## src/hdl/bfr_pkg.sv

```systemverilog
`default_nettype none

package bfr_pkg;

    // Framing characters
    localparam logic [7:0] CH_STX = 8'h02;
    localparam logic [7:0] CH_ETX = 8'h03;
    localparam logic [7:0] CH_ACK = 8'h06;
    localparam logic [7:0] CH_NAK = 8'h15;
    localparam logic [7:0] CH_ETB = 8'h17;

    localparam int unsigned SIZE_W = 13;
    localparam int unsigned SUM_W  = 16;
    localparam int unsigned ADDR_W = 3;

    localparam logic [SIZE_W-1:0] BLOCK_SIZE_RST = 13'd128;

    // Register byte addresses
    localparam logic [ADDR_W-1:0] REG_BLOCK_SIZE = 3'd0;

    typedef enum logic [2:0] {
        EV_DATA   = 3'd0,
        EV_ACK    = 3'd1,
        EV_NAK    = 3'd2,
        EV_END    = 3'd3,
        EV_BADHDR = 3'd4,
        EV_BADTRL = 3'd5
    } t_event_kind;

    typedef struct packed {
        t_event_kind       kind;
        logic [7:0]        data;
        logic [SUM_W-1:0]  computed_sum;
        logic [SUM_W-1:0]  received_sum;
    } t_event;

endpackage

`default_nettype wire

```

## src/hdl/bfr_core.sv

```systemverilog
`default_nettype none

module bfr_core (
    input  wire logic                        i_clk,
    input  wire logic                        i_rst_n,
    input  wire logic                        i_take,
    input  wire logic [7:0]                  i_rx_byte,
    input  wire logic [bfr_pkg::SIZE_W-1:0]  i_block_size,
    output logic                             o_emit,
    output bfr_pkg::t_event                  o_event
);

    typedef enum logic [2:0] {
        PH_HEADER  = 3'd0,
        PH_PAYLOAD = 3'd1,
        PH_TRAILER = 3'd2,
        PH_SUMLO   = 3'd3,
        PH_SUMHI   = 3'd4
    } t_phase;

    t_phase                        r_phase, n_phase;
    logic [bfr_pkg::SIZE_W-1:0]    r_seen,  n_seen;
    logic [bfr_pkg::SUM_W-1:0]     r_sum,   n_sum;
    logic [7:0]                    r_lo,    n_lo;
    logic [bfr_pkg::SUM_W-1:0]     w_rsum;

    assign w_rsum = {i_rx_byte, r_lo};

    always_comb begin
        n_phase = r_phase;
        n_seen  = r_seen;
        n_sum   = r_sum;
        n_lo    = r_lo;
        o_emit  = 1'b0;
        o_event.kind         = bfr_pkg::EV_DATA;
        o_event.data         = i_rx_byte;
        o_event.computed_sum = '0;
        o_event.received_sum = '0;
        case (r_phase)
            PH_PAYLOAD: begin
                n_sum  = r_sum + {8'd0, i_rx_byte};
                n_seen = r_seen + 1'b1;
                if (n_seen >= i_block_size) begin
                    n_phase = PH_TRAILER;
                end
                o_emit = 1'b1;
            end
            PH_TRAILER: begin
                n_phase = PH_SUMLO;
                if (i_rx_byte != bfr_pkg::CH_ETB) begin
                    o_emit       = 1'b1;
                    o_event.kind = bfr_pkg::EV_BADTRL;
                end
            end
            PH_SUMLO: begin
                n_lo    = i_rx_byte;
                n_phase = PH_SUMHI;
            end
            PH_SUMHI: begin
                n_phase = PH_HEADER;
                o_emit  = 1'b1;
                o_event.computed_sum = r_sum;
                o_event.received_sum = w_rsum;
                if (w_rsum == r_sum) begin
                    o_event.kind = bfr_pkg::EV_ACK;
                    o_event.data = bfr_pkg::CH_ACK;
                end else begin
                    o_event.kind = bfr_pkg::EV_NAK;
                    o_event.data = bfr_pkg::CH_NAK;
                end
            end
            default: begin
                // header position; stray codes land here too
                n_phase = PH_HEADER;
                if (i_rx_byte == bfr_pkg::CH_ETX) begin
                    o_emit       = 1'b1;
                    o_event.kind = bfr_pkg::EV_END;
                end else if (i_rx_byte != bfr_pkg::CH_STX) begin
                    o_emit       = 1'b1;
                    o_event.kind = bfr_pkg::EV_BADHDR;
                end else begin
                    n_sum   = '0;
                    n_seen  = '0;
                    n_phase = (i_block_size == '0) ? PH_TRAILER : PH_PAYLOAD;
                end
            end
        endcase
    end

    always_ff @(posedge i_clk) begin
        if (!i_rst_n) begin
            r_phase <= PH_HEADER;
            r_seen  <= '0;
            r_sum   <= '0;
            r_lo    <= '0;
        end else if (i_take) begin
            r_phase <= n_phase;
            r_seen  <= n_seen;
            r_sum   <= n_sum;
            r_lo    <= n_lo;
        end
    end

endmodule

`default_nettype wire

```

## src/hdl/block_frame_receiver.sv

```systemverilog
`default_nettype none

// Block frame receiver: STX, payload, ETB, 16-bit checksum (low byte first).
// Each result is registered and is on the output in the cycle after its byte is accepted.
// The phase machine in bfr_core takes one byte per clock while o_rx_ready is high.
// A single output register parts the sides; o_rx_ready drops only while it is full and stalled.
// Reset (i_rst_n low, synchronous): waiting for header, count and sums zero,
// output empty, block_size back to 128.

module block_frame_receiver (
    input  wire logic                         i_clk,
    input  wire logic                         i_rst_n,
    // APB-style register port
    input  wire logic                         psel,
    input  wire logic                         penable,
    input  wire logic                         pwrite,
    input  wire logic [bfr_pkg::ADDR_W-1:0]   paddr,
    input  wire logic [31:0]                  pwdata,
    output logic      [31:0]                  prdata,
    output logic                              pready,
    // received bytes
    input  wire logic                         i_rx_valid,
    output logic                              o_rx_ready,
    input  wire logic [7:0]                   i_rx_byte,
    // events
    output logic                              o_ev_valid,
    input  wire logic                         i_ev_ready,
    output logic      [2:0]                   o_event_kind,
    output logic      [7:0]                   o_event_byte,
    output logic      [bfr_pkg::SUM_W-1:0]    o_computed_sum,
    output logic      [bfr_pkg::SUM_W-1:0]    o_received_sum
);

    logic [bfr_pkg::SIZE_W-1:0] r_block_size;
    logic                       w_cfg_wr;
    logic                       w_take;
    logic                       w_emit;
    bfr_pkg::t_event            w_event;
    bfr_pkg::t_event            r_event;
    logic                       r_ev_valid;

    // ---- register port: no wait states ----
    assign pready   = 1'b1;
    assign w_cfg_wr = psel && penable && pwrite && pready;

    always_ff @(posedge i_clk) begin
        if (!i_rst_n) begin
            r_block_size <= bfr_pkg::BLOCK_SIZE_RST;
        end else if (w_cfg_wr && (paddr == bfr_pkg::REG_BLOCK_SIZE)) begin
            r_block_size <= pwdata[bfr_pkg::SIZE_W-1:0];
        end
    end

    // unmapped addresses read as zero
    assign prdata = (paddr == bfr_pkg::REG_BLOCK_SIZE)
                  ? {{(32-bfr_pkg::SIZE_W){1'b0}}, r_block_size} : 32'd0;

    // ---- input side: take a byte whenever the output slot is free or draining ----
    assign o_rx_ready = !r_ev_valid || i_ev_ready;
    assign w_take     = i_rx_valid && o_rx_ready;

    bfr_core u_core (
        .i_clk        (i_clk),
        .i_rst_n      (i_rst_n),
        .i_take       (w_take),
        .i_rx_byte    (i_rx_byte),
        .i_block_size (r_block_size),
        .o_emit       (w_emit),
        .o_event      (w_event)
    );

    // ---- output register ----
    always_ff @(posedge i_clk) begin
        if (!i_rst_n) begin
            r_ev_valid <= 1'b0;
        end else if (o_rx_ready) begin
            // slot free or being taken this edge: refill from the current byte
            r_ev_valid <= w_take && w_emit;
        end
    end

    // payload: no reset needed
    always_ff @(posedge i_clk) begin
        if (w_take && w_emit) begin
            r_event <= w_event;
        end
    end

    assign o_ev_valid     = r_ev_valid;
    assign o_event_kind   = r_event.kind;
    assign o_event_byte   = r_event.data;
    assign o_computed_sum = r_event.computed_sum;
    assign o_received_sum = r_event.received_sum;

endmodule

`default_nettype wire

```

## config.mk

```make
export PLATFORM = sky130hd
export DESIGN_NAME = block_frame_receiver
export DESIGN_NICKNAME = d
export VERILOG_FILES = /design/src/hdl/bfr_pkg.sv /design/src/hdl/bfr_core.sv /design/src/hdl/block_frame_receiver.sv
export SDC_FILE = /design/constraint.sdc
export NUM_CORES = 1
export LEC_CHECK = 0
export BUFFER_PORTS_ARGS = -buffer_cell sky130_fd_sc_hd__buf_2
export CAP_MARGIN = 20
export CORE_MARGIN = 2
export CORE_UTILIZATION = 50
export CTS_BUF_LIST = sky130_fd_sc_hd__clkbuf_4
export DETAILED_ROUTE_END_ITERATION = 10
export PLACE_DENSITY = 0.82
export SYNTH_ARGS = -nofsm -noshare
export SYNTH_HDL_FRONTEND = slang
export SYNTH_HIERARCHICAL = 1
export SYNTH_SLANG_ARGS = --single-unit
```

## constraint.sdc

```tcl
create_clock -name i_clk -period 3.3 [get_ports i_clk]
set_input_delay 0.165 -clock i_clk [delete_from_list [all_inputs] [get_ports i_clk]]
set_output_delay 0.165 -clock i_clk [all_outputs]
set_load 0.05 [all_outputs]
```

# --- Yosys cells after proc, flatten, opt, wreduce, memory -nomap -nowiden ---
# Cells that the tools add are included.
word_totals:
  output_inout_bits: 78
  input_bits: 50
  ff_bits: 97
  wordCells: 62
op_classes:
  bitwise_logic: 1
  reduce_logical: 15
  magnitude_cmp: 1
  n_mux: 22
  eq_ne: 11
  n_addsub: 2
ops:
  columns: ["cell", "n"]
  rows:
  - ["2-to-1 mux 40 bit", 1]
  - ["2-to-1 mux 13 bit", 3]
  - ["2-to-1 mux 16 bit", 2]
  - ["one-hot mux 16 bit (2 select lines)", 1]
  - ["one-hot mux 13 bit (2 select lines)", 1]
  - ["2-to-1 mux 3 bit", 6]
  - ["adder 16 x 8 -> 16 bit", 1]
  - ["== test 16 bit", 1]
  - ["adder 13 x 1 -> 13 bit, second input constant", 1]
  - [">= comparator 13 bit", 1]
  - ["zero test 13 bit", 1]
  - ["one-hot mux 3 bit (4 select lines)", 1]
  - ["2-to-1 mux 10 bit", 1]
  - ["one-hot mux 3 bit (3 select lines)", 1]
  - ["== test 8 x 2 -> 1 bit, second input constant", 1]
  - ["inequality test 8 x 2 -> 1 bit, second input constant", 1]
  - ["inequality test 8 x 5 -> 1 bit, second input constant", 1]
  - ["== test 3 x 2 -> 1 bit, second input constant", 2]
  - ["logical AND 1 bit", 5]
  - ["inequality test 2 bit, second input constant", 2]
  - ["AND reduction 2 bit", 2]
  - ["AND reduction 4 bit", 1]
  - ["OR reduction 2 bit", 2]
  - ["== test 3 x 1 -> 1 bit, second input constant", 1]
  - ["10 further kinds", 12]

# --- Depth between registers and ports, before layout ---
# Gate-level depths: netlist (run 1).
logic_depth:
  ltp_word: 5
  ltp_mapped: 12
  mapped_depth_nobuf: 11

# --- Hierarchy ---
# The synthesis (run 1) kept the hierarchy.
modules_own_cells:
  columns: ["mod", "instances", "seq_area_each_um2", "cells_each", "area_per_inst_um2"]
  rows:
  - ["bfr_core", 1, 800.8, 425, 3206.8]
  - ["block_frame_receiver", 1, 1571.5, 145, 2143.3]

# --- Worst setup path after synthesis (run 1) ---
# No wires, ideal clock.
synth_timing:
  path_type: "register -> register"
  start: "register u_core.r_phase[2]"
  end: "register r_event (netlist bit o_computed_sum[0]) (enable)"
  required_ns: 2.851
  synth_period_minus_slack_ns: 3.594
  stages_incl_launch_ff: 8
  setup_time_ns: 0.449
  setup_slack_ns: -0.294
  arrival_time_ns: 3.145
  n_path_buf: 3
  path_cell_list: "dfxtp_1 -> clkbuf_1 -> clkbuf_1 -> clkbuf_1 -> nand2_1 -> o221ai_1 -> nand2_1 -> nor2b_1"
synth_between:
  elab_chain_len: 4
  word_cells_on_any_way: 7
  cone_classes: "eq/ne: 4; mux: 1; reduce/logical: 2"
synth_lines:
  columns: ["item", "line_no", "text"]
  rows:
  - ["from (decl)", "bfr_core.sv:21", "t_phase r_phase, n_phase;"]
  - ["from (signal assigned)", "bfr_core.sv:97", "r_phase <= n_phase;"]
  - ["== test 3 x 1 -> 1 bit or == test 3 bit (tied branches)", "bfr_core.sv:39", "case (r_phase)"]
  - ["OR reduction 2 bit (no source line)", null, null]
  - ["one-hot mux 1 bit (3 select lines) *", "bfr_core.sv:39", null]
  - ["net w_emit", "block_frame_receiver.sv:37", "logic w_emit;"]
  - ["logical AND 1 bit *", "block_frame_receiver.sv:84", "if (w_take && w_emit) begin"]
  - ["to (signal assigned)", "block_frame_receiver.sv:85", "r_event <= w_event;"]
  - ["to (decl)", "block_frame_receiver.sv:39", "bfr_pkg::t_event r_event;"]
# Mark *: on every way through the listed nets, which the timed path passes. The rest lies on a longest branch.
# A chain may end at the register's enable or synchronous reset.

# --- Worst setup path after layout (run 1) ---
layout_timing:
  start: "register u_core/r_seen[2] (netlist name)"
  end: "register u_core.r_phase[1]"
layout_between:
  elab_chain_len: 4
layout_lines:
  columns: ["item", "line_no", "text"]
  rows:
  - ["from (decl)", "bfr_core.sv:22", "logic [bfr_pkg::SIZE_W-1:0] r_seen, n_seen;"]
  - ["from (signal assigned)", "bfr_core.sv:98", "r_seen <= n_seen;"]
  - ["adder 13 x 1 -> 13 bit", "bfr_core.sv:42", "n_seen = r_seen + 1'b1;"]
  - [">= comparator 13 bit", "bfr_core.sv:43", "if (n_seen >= i_block_size) begin"]
  - ["inequality test 2 x 1 -> 1 bit (no source line)", null, null]
  - ["AND reduction 2 bit (no source line)", null, null]
# Every way passes these cells.

==> flow_summary.yaml, run 1 <==
min_path:
  hold_class: "in -> reg"
sta:
  finalCriticalPeriod_ps: 2940
  fmax_mhz: 340
  worst_pin_slew_ps: 996
  grt_setup_unrepaired: "no"
  finalCritPeriodShare_pct: 89.2
  skew_ps: 19.5
  fin_setup_tns_ps: 0
  hold_ws_ps: 28.4
  hold_violations: 0
  setup_viol: 0
  slew_viol_final: 0
  maxSlewHeadroom_pct: 33.6
setup_path:
  ff2ff_path_depth: 11
  endpoint: "u_core/r_phase[1]"
  crit_fanout: 8
  reg2reg_setup_slack_ps: 360
  cp-end-kind: "flop"
  critPathArrivalTime_ps: 3310
  worstReg2RegEnd: "u_core/r_phase[1]"
  critPathLaunch: "u_core/r_seen[2]"
  r2r-start: "u_core/r_seen[2]"
  cp-start-kind: "flop"
  critical_path_class: "reg -> reg"
  crit_required_ps: 3670
floorplanning:
  row_count: 37
  core-area_mm2: 0.0104
  start_util_pct: 51.6
  die-area_mm2: 0.0115
  die_y_um: 107
  die_width_um: 107
  io_pins: 128
clock_network:
  cts_sinks: 97
  post_cts_buffers: 0
  clk_latency_ps: 460
  cts_buffer_depth: 2
  htreeDepth: 3
  numCtsBuffers: 9
  clk_pin_slew_ps: 160
  cts_root_buf: "clkbuf_4"
  cts_tree: "built"
synth:
  synth_ff_type: "dfxtp_1"
  synth_edf_count: 43
  yosysSeqAreaShare_pct: 44.3
  syn_avg_cell_area_um2: 9.39
  syn_inst: 570
  yosysWarnings: 6
  async_flop_share_pct: 0
  synth_cell_types: 56
  ys_ff_latch: 97
  netlist_area_mm2: 0.00535
global_route:
  grt_max_degree: 44
  grt_antenna_before_repair: 0
  grt_pass1_wl_um: 19200
  grt_overflow: 0
  grt_pass1_vias: 4188
  grt.total_usage_pct: 20.8
flow_run:
  maxCapViolCount: 0
pwr:
  max-vdd-ir-drop_v: 0.000158
  powerDensity_mw_per_mm2: 363
  p_leak_nw: 2.50
finish:
  syn_to_final_growth_pct: 12.6
  instances_no_fill: 795
  antenna_cells: 0
  drive_gt1_share_pct: 17.8
  layout.nets: 728
placement:
  place_hpwl_um: 8240
  place.detailed.instances: 766
  port_buffers: 88
  gp_congestion: 0.896
route:
  routed_wl_um: 11700
  drt-pass1-iter-count: 5
  avgRoutedWirePerCell_um: 14.8
  antenna_left: 0
  drc_errors: 0
  routed_via_density: 5.58
  drtIter0Drc: 224
  vias: 4440
status:
  status: "finished clean"
==> cell families (layout without fill, tap and decap cells) <==
family,count (synthesis),after routing,synth area share [%]
and+or+nand+nor,235,235,23.0
other,2,20,0.140
xor gates and xnor gates,38,38,6.22
DFF,97,97,44.3
buffers and inverters,72,143,7.16
muxes,13,13,2.46
AOI/OAI and AO/OA,89,89,10.9
adders and majority gates,24,24,5.75
==> where the power goes <==
group | switching (W) | leakage (nW) | internal, W | total [W]
logic | 0.000236 | 1.56 | 0.0000674 | 0.000303
registers | 0.00000713 | 0.864 | 0.00128 | 0.00129
clock network | 0.000425 | 0.0662 | 0.000169 | 0.000594
==> worst max-delay path: stages, from the launching register on <==
cell,delay [ps]
dfxtp_1,480
nand3_1,230
nor2_1,290
nand3_1,190
xnor2_1,190
ha_1,330
a21oi_1,70
o2111ai_1,220
o21ai_0,150
a21oi_1,260
o21ai_0,140
a221oi_1,300
==> flip-flops by register name, indices dropped and copies added, names as in the netlist <==
name and flops:
o_computed_sum 16, o_received_sum 16, u_core/r_sum 16, r_block_size 13
u_core/r_seen 13, o_event_byte 8, u_core/r_lo 8, o_event_kind 3
u_core/r_phase 3, o_ev_valid 1
==> cells in the mapped netlist (2+ instances only) <==
library cell | instances | share of area (%)
nor3_1 | 10 | 0.94
a211oi_1 | 3 | 0.42
nand2_1 | 67 | 4.7
nor4_1 | 4 | 0.47
buf_4 | 20 | 2.8
o21a_1 | 4 | 0.56
a31oi_1 | 2 | 0.23
nand4_1 | 14 | 1.6
nand3_1 | 17 | 1.6
conb_1 | 2 | 0.14
nor2_1 | 41 | 2.9
edfxtp_1 | 43 | 24
and4_1 | 2 | 0.33
dfxtp_1 | 54 | 20
buf_2 | 5 | 0.47
o211ai_1 | 4 | 0.56
a21o_1 | 5 | 0.70
inv_1 | 23 | 1.6
nand2b_1 | 5 | 0.58
or4_1 | 2 | 0.28
a21oi_1 | 38 | 3.6
and2_1 | 21 | 2.5
nor2b_1 | 4 | 0.47
a311oi_1 | 2 | 0.33
mux2i_1 | 12 | 2.2
clkbuf_1 | 21 | 1.5
or3_1 | 2 | 0.23
nand3b_1 | 3 | 0.42
and3_1 | 35 | 4.1
buf_6 | 2 | 0.42
xor2_1 | 9 | 1.5
ha_1 | 23 | 5.4
a22oi_1 | 9 | 1.3
xnor2_1 | 29 | 4.7
o21ai_0 | 12 | 1.1
==> area by class of cell <==
class | instances | area [um2]
tap | 136 | 170
clock buffer | 9 | 67.6
inverter | 23 | 86.3
sequential | 97 | 2370
multi-input combinational | 419 | 2670
fill | 896 | 4350
timing repair buffer | 104 | 593
clock inverter | 7 | 63.8
==> routing by layer <==
layer / GRT usage (%) / share of wire (%) / wire [um] / vias to the layer above
li1: - / - / - / 2133
met1: 24.3 / 40 / 4710 / 2081
met2: 37.2 / 50 / 5900 / 198
met3: 3.33 / 6.8 / 800 / 28
met4: 9.43 / 2.8 / 329 / 0
met5: 0 / 0 / 0 / -
==> metrics by stage <==
| step | utilization, % | power (W) | worst slack [ps] | cell area [um2] |
|---|---|---|---|---|
| 6_report | 58.1 | 0.00219 | 356 | 6020 |
| 3_3_place_gp | 55.6 | 0.00160 | 634 | 5760 |
| 4_1_cts | 58.1 | 0.00220 | 470 | 6020 |
| 2_1_floorplan | - | 0.00156 | 526 | 5420 |
| 5_1_grt | 58.1 | 0.00226 | 191 | 6020 |
| 3_5_place_dp | 55.6 | 0.00161 | 527 | 5760 |
==> worst min path at each step <==
| stage | endpoint | from | slack (ps) | cells past startpoint |
|---|---|---|---|---|
| final | o_ev_valid | i_rx_valid | 30 | 3 |
| after global routing | u_core/r_lo[0] | i_rx_byte[0] | 30 | 3 |
| after CTS | u_core/r_lo[0] | i_rx_byte[0] | 10 | 3 |
| after detailed placement | r_block_size[6] | pwdata[6] | 420 | 3 |
| after global placement | r_block_size[5] | pwdata[5] | 410 | 3 |
| after floorplan | u_core/r_lo[0] | i_rx_byte[0] | 300 | 2 |
==> layout by cell type (no fill, tap or decap), drive strengths merged, types with 3 or more instances in the layout <==
cell and instances:
a211oi 3, a21o 5, a21oi 39, a22oi 9, and2 21, and3 35
buf 91, clkbuf 9, clkinv 3, conb 20, dfxtp 54, dlygate4sd3 13
edfxtp 43, ha 23, inv 25, mux2i 12, nand2 67, nand2b 5
nand3 17, nand3b 3, nand4 14, nor2 41, nor2b 4, nor3 11
nor4 5, o211ai 5, o21a 4, o21ai 13, xnor2 29, xor2 9
==> what timing repair did <==
| item | 4_1_cts | 5_1_grt |
|---|---|---|
| endpoints found under the hold margin | 13 | 0 |
| hold buffers | 13 | 0 |
| gates resized for setup | 0 | 0 |
| setup endpoints to repair | 0 | 0 |
Note: power is estimated with default switching activity, not from simulation.
==> run 2, diff against run 1 <==
ABC_AREA = 1   (was not set)
CORE_UTILIZATION = 51   (was 50)
PLACE_DENSITY = 0.83   (was 0.82)
==> flow_summary.yaml, run 2 <==
status:
  status: "finished clean"
sta:
  maxSlewHeadroom_pct: 50.0
  worst_pin_slew_ps: 747
  slew_viol_final: 0
  finalCriticalPeriod_ps: 2430
  fmax_mhz: 412
  setup_viol: 0
  hold_violations: 0
  grt_setup_unrepaired: "no"
  fin_setup_tns_ps: 0
  skew_ps: 18.4
  finalCritPeriodShare_pct: 73.6
placement:
  placed_cell_area_mm2: 0.00597
  port_buffers: 88
  gp_congestion: 0.887
  place_hpwl_um: 8620
finish:
  fill_cells: 942
  drive_gt1_share_pct: 16.5
  area.sequential_mm2: 0.00237
  layout.nets: 892
  final_common_cell: "nand2_1"
  fin_area_mm2: 0.00617
  multi_input_area_mm2: 0.00250
  antenna_cells: 0
  syn_to_final_growth_pct: 12.4
  final_cell_mix: "150 x nand2_1, 121 x nor2_1, 116 x inv_1, 88 x buf_2, 54 x dfxtp_1"
synth:
  synth_cell_types: 43
  async_flop_share_pct: 0
  synth_ff_type: "dfxtp_1"
  synth_top_area_share_pct: 23.5
  synth_largest_area_cell: "edfxtp_1"
  ys_ff_latch: 97
  syn_inst: 732
  yosysWarnings: 6
  netlist_area_mm2: 0.00549
  synth_edf_count: 43
  synth_area_leaders: "edfxtp_1 24%, dfxtp_1 20%, nand2_1 10%"
  synth.top_cells.by_count: "150 x nand2_1, 121 x nor2_1, 116 x inv_1"
  syn_avg_cell_area_um2: 7.50
  synth_most_common_cell: "nand2_1"
  yosysSeqAreaShare_pct: 43.2
setup_path:
  cp-end-kind: "flop"
  ff2ff_path_depth: 15
  reg2reg_setup_slack_ps: 870
  crit_fanout: 6
  worstReg2RegEnd: "u_core/r_phase[1]"
  r2r-start: "u_core/r_seen[0]"
  cp-start-kind: "flop"
  crit_required_ps: 3670
  critPathArrivalTime_ps: 2800
  critPathLaunch: "u_core/r_seen[0]"
  critical_path_class: "reg -> reg"
  endpoint: "u_core/r_phase[1]"
clock_network:
  htreeDepth: 3
  cts_buffer_depth: 2
  clk_latency_ps: 450
  cts_tree: "built"
  cts_resized: 0
  cts_sinks: 97
  numCtsBuffers: 9
  postCtsHoldBufs: 1
  clk_pin_slew_ps: 160
  post_cts_buffers: 0
  cts_root_buf: "clkbuf_4"
global_route:
  grt_pass1_wl_um: 19800
  grt_pass1_vias: 4396
  grt_overflow: 0
  grt.total_usage_pct: 21.3
  grt_antenna_before_repair: 0
  grt_max_degree: 44
route:
  drc_errors: 0
  vias: 4851
  routed_wl_um: 12000
  drtIter0Drc: 274
  avgRoutedWirePerCell_um: 12.5
  antenna_left: 0
  drt-pass1-iter-count: 5
  routed_via_density: 5.06
floorplanning:
  die_y_um: 108
  start_util_pct: 52.9
  die-area_mm2: 0.0116
  io_pins: 128
  die_width_um: 108
  core-area_mm2: 0.0104
  row_count: 37
min_path:
  hold_class: "in -> reg"
flow_run:
  maxCapViolCount: 0
pwr:
  p_leak_nw: 2.83
  max-vdd-ir-drop_v: 0.000261
  powerDensity_mw_per_mm2: 427
run 2: critical path, cell delays in order (launching register included):
cell and delay [ps]:
dfxtp_1 450, ha_1 170, nand2_1 80, nor4_2 310
xor2_1 290, ha_1 310, nand2_1 80, nand2_1 50
nand2_1 50, nand2_1 50, a21oi_1 120, nand4_1 90
nand2_1 130, nand2_1 70, nand2_1 50, nor2_1 40
run 2: through the flow:
step                      hold slack [ps]  cells  worst slack (ps)  utilization, %  total power, W
after floorplan                       286    750               108               -         0.00176
after global placement                384    942               979            57.6         0.00184
after detailed placement              392    942               937            57.6         0.00185
after CTS                            1.51    959               899            59.5         0.00266
after global routing                0.558    959               592            59.5         0.00275
final                                13.5    959               870            59.5         0.00264
run 2: area by class of cell:
cell class	instances	area share (%)
Inverter	123	7.48
Tap cell	136	2.76
Clock buffer	10	1.22
Sequential cell	97	38.4
Timing Repair Buffer	93	7.79
Multi-Input combinational cell	494	40.5
Clock inverter	6	1.87
run 2: worst min path at each step:
stage          slack [ps]          endpoint  startpoint  depth (start not counted)
2_1_floorplan         290  r_block_size[12]     i_rst_n                          2
3_3_place_gp          380   r_block_size[7]   pwdata[7]                          3
3_5_place_dp          390   r_block_size[7]   pwdata[7]                          3
4_1_cts                 2   r_block_size[9]   pwdata[9]                          5
5_1_grt               0.6  r_block_size[11]  pwdata[11]                          5
6_report               10   r_block_size[0]   pwdata[0]                          5
run 2: cells by family (layout without fill, tap and decap cells):
kind of cell,Yosys count,in the layout,synth area share [%]
AND/OR/NAND/NOR,356,356,28.0
buffers and inverters,159,232,12.7
flip-flops,97,97,43.2
AO/OA/AOI/OAI,79,79,7.93
adder cells (fa/ha/maj),24,24,5.61
XOR/XNOR,15,15,2.39
other,2,20,0.137
run 2: power breakdown:
group	switching, W	total, W	leakage [nW]	internal [W]
Sequential	0.0000214	0.00134	0.861	0.00131
Combinational	0.000382	0.000488	1.87	0.000106
Clock	0.000415	0.000813	0.0976	0.000398
Total	0.000819	0.00264	2.83	0.00182
run 2: per-layer routing:
layer  GRT usage [%]  up-vias  part of all wire, %
met5               0        -                    0
met4            9.62        0                  3.0
met3            3.81       32                  6.7
met2            36.8      185                   49
met1            25.8     2186                   41
li1                -     2448                    -
